[config.mk]
export PLATFORM = sky130hd
export DESIGN_NAME = bitmap_range_engine
export DESIGN_NICKNAME = d
export VERILOG_FILES = /design/src/rtl/bre_pkg.sv /design/src/rtl/bre_ctrl.sv /design/src/rtl/bre_dp.sv /design/src/rtl/bitmap_range_engine.sv
export SDC_FILE = /design/constraint.sdc
export NUM_CORES = 2
export LEC_CHECK = 0
export BUFFER_PORTS_ARGS = -buffer_cell sky130_fd_sc_hd__clkbuf_2
export CORE_MARGIN = 5
export CORE_UTILIZATION = 50
export CTS_CLUSTER_SIZE = 14
export DETAILED_ROUTE_END_ITERATION = 8
export PLACE_DENSITY = 0.62
export SYNTH_ARGS = -nofsm -noshare
export SYNTH_HDL_FRONTEND = slang
export SYNTH_SLANG_ARGS = --single-unit
[constraint.sdc]
create_clock -name i_clk -period 14.47 [get_ports i_clk]
set_input_delay 1.447 -clock i_clk [delete_from_list [all_inputs] [get_ports i_clk]]
set_output_delay 1.447 -clock i_clk [all_outputs]
set_load 0.05 [all_outputs]
[src/rtl/bre_pkg.sv]
// Shared constants, codes and control types of the bitmap range engine.
`timescale 1ns / 1ps
`default_nettype none
package bre_pkg;

    localparam int NUM_WORDS  = 16;
    localparam int WORD_BITS  = 64;
    localparam int BIT_W      = 6;
    localparam int CAPACITY   = NUM_WORDS * WORD_BITS;
    localparam int CAP_W      = $clog2(CAPACITY + 1);
    localparam int END_W      = (CAP_W > 12) ? CAP_W : 12;
    localparam int WORD_IDX_W = (NUM_WORDS > 1) ? $clog2(NUM_WORDS) : 1;

    localparam int CMD_W      = 3;
    localparam int START_W    = 10;
    localparam int COUNT_W    = 11;
    localparam int IN_DATA_W  = 24;
    localparam int OUT_DATA_W = 8;

    localparam logic [CMD_W-1:0] CMD_SET      = 3'd0;
    localparam logic [CMD_W-1:0] CMD_CLEAR    = 3'd1;
    localparam logic [CMD_W-1:0] CMD_TEST_CLR = 3'd2;
    localparam logic [CMD_W-1:0] CMD_TEST_SET = 3'd3;
    localparam logic [CMD_W-1:0] CMD_FILL     = 3'd4;
    localparam logic [CMD_W-1:0] CMD_EMPTY    = 3'd5;

    // Per-word operation carried out while sweeping a range
    localparam logic [1:0] OP_SET      = 2'd0;
    localparam logic [1:0] OP_CLR      = 2'd1;
    localparam logic [1:0] OP_TEST_CLR = 2'd2;
    localparam logic [1:0] OP_TEST_SET = 2'd3;

    typedef struct packed {
        logic load;     // latch a new command
        logic step;     // process the current word
        logic publish;  // copy the result into the output register
    } t_dp_cmd;

    typedef struct packed {
        logic empty;    // nothing to sweep
        logic last;     // current word is the last of the range
        logic hit;      // test failed on the current word
    } t_dp_status;

endpackage
`default_nettype wire

[src/rtl/bre_ctrl.sv]
// Controller state machine: input handshake, word sweep sequencing, result slot.
`timescale 1ns / 1ps
`default_nettype none
module bre_ctrl
    import bre_pkg::*;
(
    input  wire             i_clk,
    input  wire             i_rst_n,
    input  wire             i_s_axis_tvalid,
    output logic            o_s_axis_tready,
    output logic            o_m_axis_tvalid,
    input  wire             i_m_axis_tready,
    input  wire t_dp_status i_status,
    output t_dp_cmd         o_cmd
);

    localparam logic [1:0] ST_IDLE = 2'd0;
    localparam logic [1:0] ST_RUN  = 2'd1;
    localparam logic [1:0] ST_DONE = 2'd2;

    logic [1:0] r_state, n_state;
    logic       r_out_valid, n_out_valid;
    logic       s_accept;
    logic       slot_free;

    assign o_s_axis_tready = (r_state == ST_IDLE) && i_rst_n;
    assign s_accept        = i_s_axis_tvalid && o_s_axis_tready;
    assign slot_free       = !r_out_valid || i_m_axis_tready;
    assign o_m_axis_tvalid = r_out_valid;

    always_comb begin
        n_state       = r_state;
        n_out_valid   = r_out_valid && !i_m_axis_tready;
        o_cmd.load    = 1'b0;
        o_cmd.step    = 1'b0;
        o_cmd.publish = 1'b0;
        unique case (r_state)
            ST_IDLE: begin
                if (s_accept) begin
                    o_cmd.load = 1'b1;
                    n_state    = ST_RUN;
                end
            end
            ST_RUN: begin
                o_cmd.step = !i_status.empty;
                if (i_status.empty || i_status.last || i_status.hit) begin
                    n_state = ST_DONE;
                end
            end
            ST_DONE: begin
                if (slot_free) begin
                    o_cmd.publish = 1'b1;
                    n_out_valid   = 1'b1;
                    n_state       = ST_IDLE;
                end
            end
            default: begin
                n_state = ST_IDLE;
            end
        endcase
    end

    always_ff @(posedge i_clk) begin
        if (!i_rst_n) begin
            r_state     <= ST_IDLE;
            r_out_valid <= 1'b0;
        end else begin
            r_state     <= n_state;
            r_out_valid <= n_out_valid;
        end
    end

endmodule
`default_nettype wire

[src/rtl/bre_dp.sv]
// Datapath: bitmap words, range decode, per-word mask and result register.
`timescale 1ns / 1ps
`default_nettype none
module bre_dp
    import bre_pkg::*;
(
    input  wire                   i_clk,
    input  wire                   i_rst_n,
    input  wire [IN_DATA_W-1:0]   i_s_axis_tdata,
    input  wire t_dp_cmd          i_cmd,
    output t_dp_status            o_status,
    output logic [OUT_DATA_W-1:0] o_m_axis_tdata
);

    logic [WORD_BITS-1:0]  r_flags [NUM_WORDS];
    logic [1:0]            r_op;
    logic                  r_empty;
    logic                  r_err;
    logic                  r_answer;
    logic [WORD_IDX_W-1:0] r_word;
    logic [WORD_IDX_W-1:0] r_first;
    logic [WORD_IDX_W-1:0] r_last;
    logic [BIT_W-1:0]      r_lo_bit;
    logic [BIT_W-1:0]      r_hi_bit;
    logic                  r_out_answer;
    logic                  r_out_err;

    logic [CMD_W-1:0]      in_cmd;
    logic [END_W-1:0]      in_start;
    logic [END_W-1:0]      end_raw;
    logic [END_W-1:0]      n_end;
    logic [END_W-1:0]      n_lo;
    logic [END_W-1:0]      n_endm1;
    logic [1:0]            n_op;
    logic                  n_err;
    logic                  n_noop;

    logic [WORD_BITS-1:0]  cur_word;
    logic [WORD_BITS-1:0]  mask;
    logic [BIT_W-1:0]      lb;
    logic [BIT_W-1:0]      hb;

    assign in_cmd   = i_s_axis_tdata[CMD_W-1:0];
    assign in_start = END_W'(i_s_axis_tdata[CMD_W +: START_W]);
    assign end_raw  = in_start + END_W'(i_s_axis_tdata[CMD_W+START_W +: COUNT_W]);

    // Command decode: whole-map commands become a full-range set or clear
    always_comb begin
        n_end  = END_W'(CAPACITY);
        n_lo   = '0;
        n_err  = 1'b0;
        n_noop = 1'b0;
        n_op   = OP_SET;
        unique case (in_cmd) inside
            CMD_SET, CMD_CLEAR, CMD_TEST_CLR, CMD_TEST_SET: begin
                if (end_raw > END_W'(CAPACITY)) begin
                    n_err = 1'b1;
                end else begin
                    n_end = end_raw;
                end
                n_lo = (in_start > n_end) ? n_end : in_start;
                n_op = in_cmd[1:0];
            end
            CMD_FILL: begin
                n_op = OP_SET;
            end
            CMD_EMPTY: begin
                n_op = OP_CLR;
            end
            default: begin
                n_noop = 1'b1;
            end
        endcase
    end

    assign n_endm1 = n_end - END_W'(1);

    assign cur_word = r_flags[r_word];
    assign lb       = (r_word == r_first) ? r_lo_bit : '0;
    assign hb       = (r_word == r_last) ? r_hi_bit : BIT_W'(WORD_BITS - 1);
    assign mask     = ({WORD_BITS{1'b1}} << lb)
                    & ({WORD_BITS{1'b1}} >> (BIT_W'(WORD_BITS - 1) - hb));

    assign o_status.empty = r_empty;
    assign o_status.last  = (r_word == r_last);
    assign o_status.hit   = ((r_op == OP_TEST_CLR) && (|(cur_word & mask)))
                         || ((r_op == OP_TEST_SET) && (|(~cur_word & mask)));

    assign o_m_axis_tdata = {{(OUT_DATA_W - 2){1'b0}}, r_out_err, r_out_answer};

    always_ff @(posedge i_clk) begin
        if (!i_rst_n) begin
            for (int i = 0; i < NUM_WORDS; i++) begin
                r_flags[i] <= '0;
            end
        end else if (i_cmd.step) begin
            if (r_op == OP_SET) begin
                r_flags[r_word] <= cur_word | mask;
            end else if (r_op == OP_CLR) begin
                r_flags[r_word] <= cur_word & ~mask;
            end
        end
    end

    always_ff @(posedge i_clk) begin
        if (i_cmd.load) begin
            r_op     <= n_op;
            r_err    <= n_err;
            r_answer <= 1'b1;
            r_empty  <= n_noop || (n_lo == n_end);
            r_word   <= n_lo[BIT_W +: WORD_IDX_W];
            r_first  <= n_lo[BIT_W +: WORD_IDX_W];
            r_last   <= n_endm1[BIT_W +: WORD_IDX_W];
            r_lo_bit <= n_lo[BIT_W-1:0];
            r_hi_bit <= n_endm1[BIT_W-1:0];
        end else if (i_cmd.step) begin
            r_word <= r_word + WORD_IDX_W'(1);
            if (o_status.hit) begin
                r_answer <= 1'b0;
            end
        end
        if (i_cmd.publish) begin
            r_out_answer <= r_answer;
            r_out_err    <= r_err;
        end
    end

endmodule
`default_nettype wire

[src/rtl/bitmap_range_engine.sv]
// Top level of the bitmap range engine: controller plus datapath.
//
// Usage: a bitmap of NUM_WORDS x 64 flags, all clear after reset.
// Input stream (s_axis) carries one command per transaction: tdata holds
// cmd [2:0], start_index [12:3], count [23:13]. Commands set, clear, test
// all clear or test all set over a range, or fill or empty the whole map.
// Output stream (m_axis) returns one transaction per command: tdata bit 0
// is the answer (test result, 1 for non-test commands), bit 1 flags a range
// clipped at the capacity.
// Timing: the datapath sweeps one 64-bit word per cycle, over the words
// the range touches (all NUM_WORDS for fill and empty; none for an empty
// range or an unused code); tests stop at the first failing word. One
// command is in work at a time; tready comes back high the cycle after the
// result is loaded into the output register, so the next command is taken
// only after the previous result is published.
// Reset (synchronous, active low) clears the bitmap, drops the output valid
// and holds tready low.
// If the receiver stalls, the result holds in the output register; the next
// command is still accepted and swept, and waits before publishing.
`timescale 1ns / 1ps
`default_nettype none
module bitmap_range_engine
    import bre_pkg::*;
(
    input  wire                   i_clk,
    input  wire                   i_rst_n,
    input  wire                   i_s_axis_tvalid,
    output logic                  o_s_axis_tready,
    input  wire [IN_DATA_W-1:0]   i_s_axis_tdata,   // cmd, start_index, count
    output logic                  o_m_axis_tvalid,
    input  wire                   i_m_axis_tready,
    output logic [OUT_DATA_W-1:0] o_m_axis_tdata    // answer, range_error, zero pad
);

    t_dp_cmd    dp_cmd;
    t_dp_status dp_status;

    bre_ctrl u_ctrl (
        .i_clk           (i_clk),
        .i_rst_n         (i_rst_n),
        .i_s_axis_tvalid (i_s_axis_tvalid),
        .o_s_axis_tready (o_s_axis_tready),
        .o_m_axis_tvalid (o_m_axis_tvalid),
        .i_m_axis_tready (i_m_axis_tready),
        .i_status        (dp_status),
        .o_cmd           (dp_cmd)
    );

    bre_dp u_dp (
        .i_clk          (i_clk),
        .i_rst_n        (i_rst_n),
        .i_s_axis_tdata (i_s_axis_tdata),
        .i_cmd          (dp_cmd),
        .o_status       (dp_status),
        .o_m_axis_tdata (o_m_axis_tdata)
    );

endmodule
`default_nettype wire

Word-level counts from Yosys, hierarchy flattened --
Memory sizes are Yosys's and may differ from the RTL's. A register that Yosys moved wholly into a read port is not among the register bits. Cells that the tools add are included.
Word-level totals: logic and storage cells 108, RAM bits 1024, output and inout port bits 10, bits in registers 34, memories 1
Memories:
- u_dp.r_flags | depth 16, width 64, read ports 1, clocked after Yosys merged registers in 1, write ports 16, line bre_dp.sv:15 | logic [WORD_BITS-1:0] r_flags [NUM_WORDS];
Operators by class: magnitude comparators 2, bitwise gates (word level) 8, shifts and indexed selects 2, equal/unequal tests 16, reduce and logical (&&, ||, !) cells 24, add/sub/neg operators 4, mux-type cells 38
Operators by type and width (count):
- 64-bit bitwise AND | 4
- 64-bit OR reduction | 3
- 64-bit 2-to-1 mux | 2
- 64-bit NOT | 2
- 64-bit OR | 1
- 64-bit by 6-bit left shift with 64-bit output, first input constant | 1
- 64-bit by 6-bit >> shifter with 64-bit output, first input constant | 1
- 12-bit 2-to-1 mux | 5
- 1-bit 2-to-1 mux | 20
- 4-bit 2-to-1 mux | 4
- 10-bit by 11-bit adder with 12-bit output | 1
- 12-bit equality test | 1
- 10-bit by 12-bit greater-than comparator with 1-bit output | 1
- 12-bit by 11-bit greater-than comparator with 1-bit output, second input constant | 1
- 6-bit 2-to-1 mux | 2
- 10-bit by 1-bit subtractor with 10-bit output, second input constant | 1
- 4-bit equality test | 2
- 2-bit equality test, second input constant | 3
- 3-bit by 2-bit equality test with 1-bit output, second input constant | 2
- 3-bit equality test, second input constant | 2
- 2-bit 2-to-1 mux | 3
- 2-bit by 1-bit inequality test with 1-bit output, second input constant | 3
- 2-bit one-hot mux with 3 select lines | 1
- 6-bit OR reduction | 1
- 15 further kinds | 27

Longest topological paths before layout --
depth in word-level cells 12, gate-level depth with buffers 19

Modules after synthesis --
Synthesis repeated with hierarchy kept, for this count alone.
Unflattened totals: cells, all modules 3606, area total of the unflattened synthesis 49192.2 µm²
By module, submodules not included:
- bre_dp | cells each 3589, area an instance 49035.8 µm², sequential area each 31750.5 µm², instances 1
- bre_ctrl | cells each 17, area an instance 156.4 µm², sequential area each 60.1 µm², instances 1

Worst setup path after synthesis --
OpenSTA, ideal clock, no wires.
path type input to register, start point input i_s_axis_tdata[3], end point register u_dp.r_lo_bit[0], data pin, stages 19, arrival 5.380 ns, path slack 8.824 ns, data required time 14.204 ns, cell sequence ha_1 fa_1 a21o_1 a21oi_1 xnor2_1 nor3_1 nand4bb_1 or3_1 o31ai_4 nand2_1 ha_1 a21oi_1 nor2b_1 o21ai_0 o211a_1 nor4_4 clkbuf_1 mux2i_1 nor2_1
Between the ends: longest elaborated chain between the ends 7
Ends and longest elaborated chain:
- from (decl) | line bitmap_range_engine.sv:29 | input wire [IN_DATA_W-1:0] i_s_axis_tdata,
- 10-bit by 11-bit adder with 12-bit output | line bre_dp.sv:45 | assign end_raw = in_start + END_W'(i_s_axis_tdata[CMD_W+START_W +: COUNT_W]);
- 12-bit by 11-bit greater-than comparator with 1-bit output | line bre_dp.sv:56 | if (end_raw > END_W'(CAPACITY)) begin
- 12-bit 2-to-1 mux | line bre_dp.sv:56
- 12-bit 2-to-1 mux | line bre_dp.sv:54 | unique case (in_cmd) inside
- 10-bit by 12-bit greater-than comparator with 1-bit output | line bre_dp.sv:61 | n_lo = (in_start > n_end) ? n_end : in_start;
- 12-bit 2-to-1 mux (*) | line bre_dp.sv:61
- 12-bit 2-to-1 mux (*) | line bre_dp.sv:54
- named net u_dp.n_lo[0] | line bre_dp.sv:32 | logic [END_W-1:0] n_lo;
- to (signal assigned) | line bre_dp.sv:114 | r_lo_bit <= n_lo[BIT_W-1:0];
- to (decl) | line bre_dp.sv:23 | logic [BIT_W-1:0] r_lo_bit;
Mark *: on every way through the listed nets, which the timed path passes. The rest lies on a longest branch. The select of a mux whose other input is x is not followed. A chain may end at the register's enable or synchronous reset.

Worst setup path after layout --
start point input i_s_axis_tdata[3], end point register u_dp.r_word[1], data pin
Between the ends: longest elaborated chain between the ends 8
Ends and longest elaborated chain:
- 10-bit by 11-bit adder with 12-bit output | line bre_dp.sv:45
- 12-bit by 11-bit greater-than comparator with 1-bit output | line bre_dp.sv:56
- 12-bit 2-to-1 mux | line bre_dp.sv:56
- 12-bit 2-to-1 mux | line bre_dp.sv:54
- 10-bit by 12-bit greater-than comparator with 1-bit output | line bre_dp.sv:61
- 12-bit 2-to-1 mux (*) | line bre_dp.sv:61
- 12-bit 2-to-1 mux (*) | line bre_dp.sv:54
- named net u_dp.n_lo[7] | line bre_dp.sv:32
- 4-bit 2-to-1 mux (*) | line bre_dp.sv:106 | if (i_cmd.load) begin
- to (signal assigned) | line bre_dp.sv:111 | r_word <= n_lo[BIT_W +: WORD_IDX_W];
- to (signal assigned) | line bre_dp.sv:117 | r_word <= r_word + WORD_IDX_W'(1);
- to (decl) | line bre_dp.sv:20 | logic [WORD_IDX_W-1:0] r_word;
Marks and branches as above.

==> qor.txt <==
final worst path period need -> 6080 ps
CP required -> 14930 ps
Horiz. Die Dim -> 324 um
later-pin clock latency in the skew report -> 720 ps
HPWL after detailed placement -> 90000 um
terminus of the critical flop-to-flop path -> u_ctrl.r_state[0]
largest net degree at the start of global routing -> 106
warnings from Yosys -> 0
initial standard-cell utilization of the core -> 50.2%
Final Net Count -> 3587
Total GRT Usage -> 30.4%
PostCTS Resize Cnt -> 0
post-synthesis cell area -> 49200 um^2
Setup Crit Path Kind -> input port to flip-flop
clock transition at the registers of the reported paths -> 60 ps
critical path endpoint category -> flip-flop
run status -> complete, no violations
Area growth syn-to-layout -> 9.60%
Final GP Congestion -> 1.00
final routed DRC violation total -> 0
setup repair after global routing missed its margin -> false
crit-path max FO -> 16
Final TNS setup -> 0 ps
vertical die dimension -> 324 um
number of detailed-routing iterations run before antenna repair -> 8
critical hold path startpoint -> u_dp.r_err
number of instances in the synthesized netlist -> 3629
worst-case clock buffer depth -> 3
Clock H-tree levels -> 3
sequential-to-total area share from yosys stat -> 64.7%
Initial DRC Count -> 4617
power density over the cells -> 138 nW/um^2
floorplan row count -> 115
Avg WL per Cell -> 32.5 um
max-slew violation total from the final report -> 0
commonest register cell after synthesis -> sky130_fd_sc_hd__edfxtp_1
maximum vdd ir drop -> 0.125 mV
buffer cell driving the clock tree root -> sky130_fd_sc_hd__clkbuf_16
total count of hold-check failures in the final report -> 0
master of the slowest instance on the critical path -> sky130_fd_sc_hd__nor4_4
clock tree from TritonCTS -> yes
cell depth of the worst min-delay path -> 0
floorplan die area -> 105000 um^2
startpoint type of the worst setup path -> input port
Placeable Area -> 98000 um^2
slew at the pin closest to its max-slew limit -> 1290 ps
layout cell share with drive strength beyond 1 -> 16.3%
Slew HR -> 11.3%
Worst Hold Endpoint -> u_dp.r_out_err
final count of negative-setup-slack endpoints -> 0
total vias in the final route -> 32700
number of unique standard cell types used by synthesis -> 74
R2R depth -> 10
highest attainable clock frequency -> 164 MHz
count of flip-flops with a built-in enable after synthesis -> 1054
fraction of the cycle the final worst path needs -> 42.0%
initial antenna violation count -> 5
total leakage power -> 20.1 nW
async set-reset flop share out of synthesis -> 0%
cell type with the highest occurrence count on the critical path -> sky130_fd_sc_hd__ha_1
highest cell delay on the worst timing path -> 750 ps
number of buffers added on ports -> 31
arrival time worst endpoint -> 6540 ps
max-cap check violation count -> 0
Detailed Route WL -> 160000 um
global-route wire length before repair -> 229000 um
setup bufs post-CTS -> 0
Total Power -> 7.45 mW
worst path cell trace -> clkbuf_2, ha_1, fa_1, a21o_1, a21oi_1, xnor2_1, nor3_1, nand4bb_1, or3_1, o31ai_4, nand2_1, ha_1, nand4_1, o211a_1, nor4_4, mux2i_1, nor2_1, mux2_2
path category of the worst min-delay check -> flip-flop to flip-flop
setup slack of the worst register-to-register path -> 8920 ps
number of flip-flops and latches in the synthesized netlist -> 1062
number of buffers created by CTS -> 108
Fin Clk Skew -> 44.1 ps
number of global-route vias before repair -> 32400
number of sinks on the clock net -> 1062
number of routed nets with antenna violations -> 0
synthesized area divided by synthesized cell count -> 13.5 um^2
num ports -> 38
drt via density -> 6.66
number of hold buffers added after cts -> 0
leftover overflow at the end of global routing -> 0
metrics by stage:
stage / instance area, um^2 / cells / worst slack, ps / utilization, % / hold WS (ps)
5_1_grt: 53900 / 4907 / 8130 / 55.0 / 440
2_1_floorplan: 49200 / 3634 / 8820 / - / 400
3_5_place_dp: 50500 / 4708 / 7670 / 51.5 / 411
4_1_cts: 53800 / 4904 / 8430 / 54.9 / 427
6_report: 53900 / 4908 / 8390 / 55.0 / 424
3_3_place_gp: 50500 / 4708 / 7670 / 51.5 / 407
routing by layer:
layer / share of wire [%] / vias to the layer above / wire length (um) / global-route usage [%]
met5: 0.0081 / - / 13 / 0
met4: 3.8 / 2 / 6070 / 10.1
met3: 12 / 380 / 18500 / 6.33
met2: 47 / 2219 / 75200 / 49.1
met1: 37 / 16700 / 59800 / 41.9
li1: - / 13300 / - / -
worst max-delay path: cells and delay by family:
kind	cells	cell delay (ps)
adders and majority gates	3	1020
AOI/OAI and AO/OA	4	1130
xor gates and xnor gates	1	150
muxes	2	590
buffers and inverters	1	110
and+or+nand+nor	7	2100
registers in the layout, summed over array words and instances (netlist names), named ones only:
register	count
u_dp.r_lo_bit	6
u_dp.r_out_err	1
u_dp.r_first	4
u_dp.r_hi_bit	6
u_dp.r_last	4
u_dp.r_op	2
u_dp.r_empty	1
u_dp.r_word	4
u_dp.r_answer	1
u_ctrl.o_m_axis_tvalid	1
u_dp.r_err	1
u_ctrl.r_state	2
u_dp.r_out_answer	1
u_dp.r_flags	1024
placed cells by master (no fill, tap or decap), drive strengths merged, types with 8 or more instances in the layout:
master,Yosys,final
ha,24,24
o32a,11,11
a32oi,38,38
or3,11,11
clkbuf,251,172
o32ai,14,14
edfxtp,1054,1054
xor2,11,11
bufinv,0,9
nor2,1103,1103
o2111ai,9,9
a32o,8,8
nor4,9,9
mux2i,63,63
nand3,49,49
o21ai,53,53
o22ai,31,31
a21oi,64,64
a21o,20,20
inv,20,25
nor2b,19,19
a221oi,9,9
o21a,9,9
mux4,255,255
or2,18,18
nand4,17,17
buf,80,90
and2,15,15
clkinv,1,40
dfxtp,8,8
a22oi,88,88
xnor2,19,19
nand2b,32,32
nand2,124,124
and3,9,9
area by class of cell:
class / instances / area, um^2
Antenna cell: 1 / 2.50
Multi-Input combinational cell: 2220 / 16100
Clock inverter: 55 / 557
Clock buffer: 141 / 2830
Fill cell: 7870 / 44100
Sequential cell: 1062 / 31800
Timing Repair Buffer: 121 / 843
Tap cell: 1287 / 1610
Inverter: 21 / 78.8
Yosys cell counts, types with 9 or more instances:
library cell | instances | area [um^2]
sky130_fd_sc_hd__and3_1 | 9 | 56.3
sky130_fd_sc_hd__a22oi_1 | 88 | 661
sky130_fd_sc_hd__or3_1 | 11 | 68.8
sky130_fd_sc_hd__buf_4 | 20 | 150
sky130_fd_sc_hd__o22ai_1 | 31 | 194
sky130_fd_sc_hd__and2_1 | 14 | 87.6
sky130_fd_sc_hd__edfxtp_1 | 1054 | 31700
sky130_fd_sc_hd__nand2b_1 | 32 | 200
sky130_fd_sc_hd__o32a_1 | 11 | 110
sky130_fd_sc_hd__buf_6 | 11 | 124
sky130_fd_sc_hd__mux2i_1 | 63 | 631
sky130_fd_sc_hd__inv_1 | 20 | 75.1
sky130_fd_sc_hd__a32oi_1 | 38 | 333
sky130_fd_sc_hd__nand4_1 | 17 | 106
sky130_fd_sc_hd__o2111ai_1 | 9 | 78.8
sky130_fd_sc_hd__xor2_1 | 11 | 96.3
sky130_fd_sc_hd__a21oi_1 | 63 | 315
sky130_fd_sc_hd__o21ai_0 | 44 | 220
sky130_fd_sc_hd__xnor2_1 | 19 | 166
sky130_fd_sc_hd__ha_1 | 24 | 300
sky130_fd_sc_hd__buf_1 | 16 | 60.1
sky130_fd_sc_hd__nand3_1 | 49 | 245
sky130_fd_sc_hd__nor2b_1 | 19 | 119
sky130_fd_sc_hd__o21a_1 | 9 | 67.6
sky130_fd_sc_hd__a21o_1 | 20 | 150
sky130_fd_sc_hd__clkbuf_1 | 251 | 942
sky130_fd_sc_hd__o32ai_1 | 14 | 123
sky130_fd_sc_hd__nor2_1 | 1103 | 4140
sky130_fd_sc_hd__mux4_2 | 255 | 5740
sky130_fd_sc_hd__or2_2 | 18 | 113
sky130_fd_sc_hd__buf_2 | 32 | 160
sky130_fd_sc_hd__o21ai_1 | 9 | 45.0
sky130_fd_sc_hd__nand2_1 | 124 | 465
logic make-up after synthesis:
| family | after synthesis | share of synthesized area [%] |
|---|---|---|
| muxes | 324 | 13.1 |
| other | 1 | 0.00763 |
| xor gates and xnor gates | 30 | 0.535 |
| AOI/OAI and AO/OA | 408 | 6.00 |
| and+or+nand+nor | 1427 | 11.9 |
| adders and majority gates | 25 | 0.652 |
| DFF | 1062 | 64.7 |
| buffers and inverters | 352 | 3.12 |
worst max path at each step:
stage | start | end | cells past startpoint
final | i_s_axis_tdata[3] | u_dp.r_word[1] | 18
after global routing | i_s_axis_tdata[3] | u_dp.r_word[1] | 20
after CTS | i_s_axis_tdata[3] | u_dp.r_word[1] | 20
after detailed placement | i_s_axis_tdata[3] | u_dp.r_word[1] | 20
after global placement | i_s_axis_tdata[3] | u_dp.r_word[1] | 20
after floorplan | i_s_axis_tdata[3] | u_dp.r_lo_bit[0] | 19
power by group:
part	switching [mW]	internal [mW]	total, mW
registers	0.0690	3.49	3.56
clock network	1.18	1.54	2.72
logic	0.761	0.408	1.17
No activity file was read; power rests on OpenSTA's default activity.
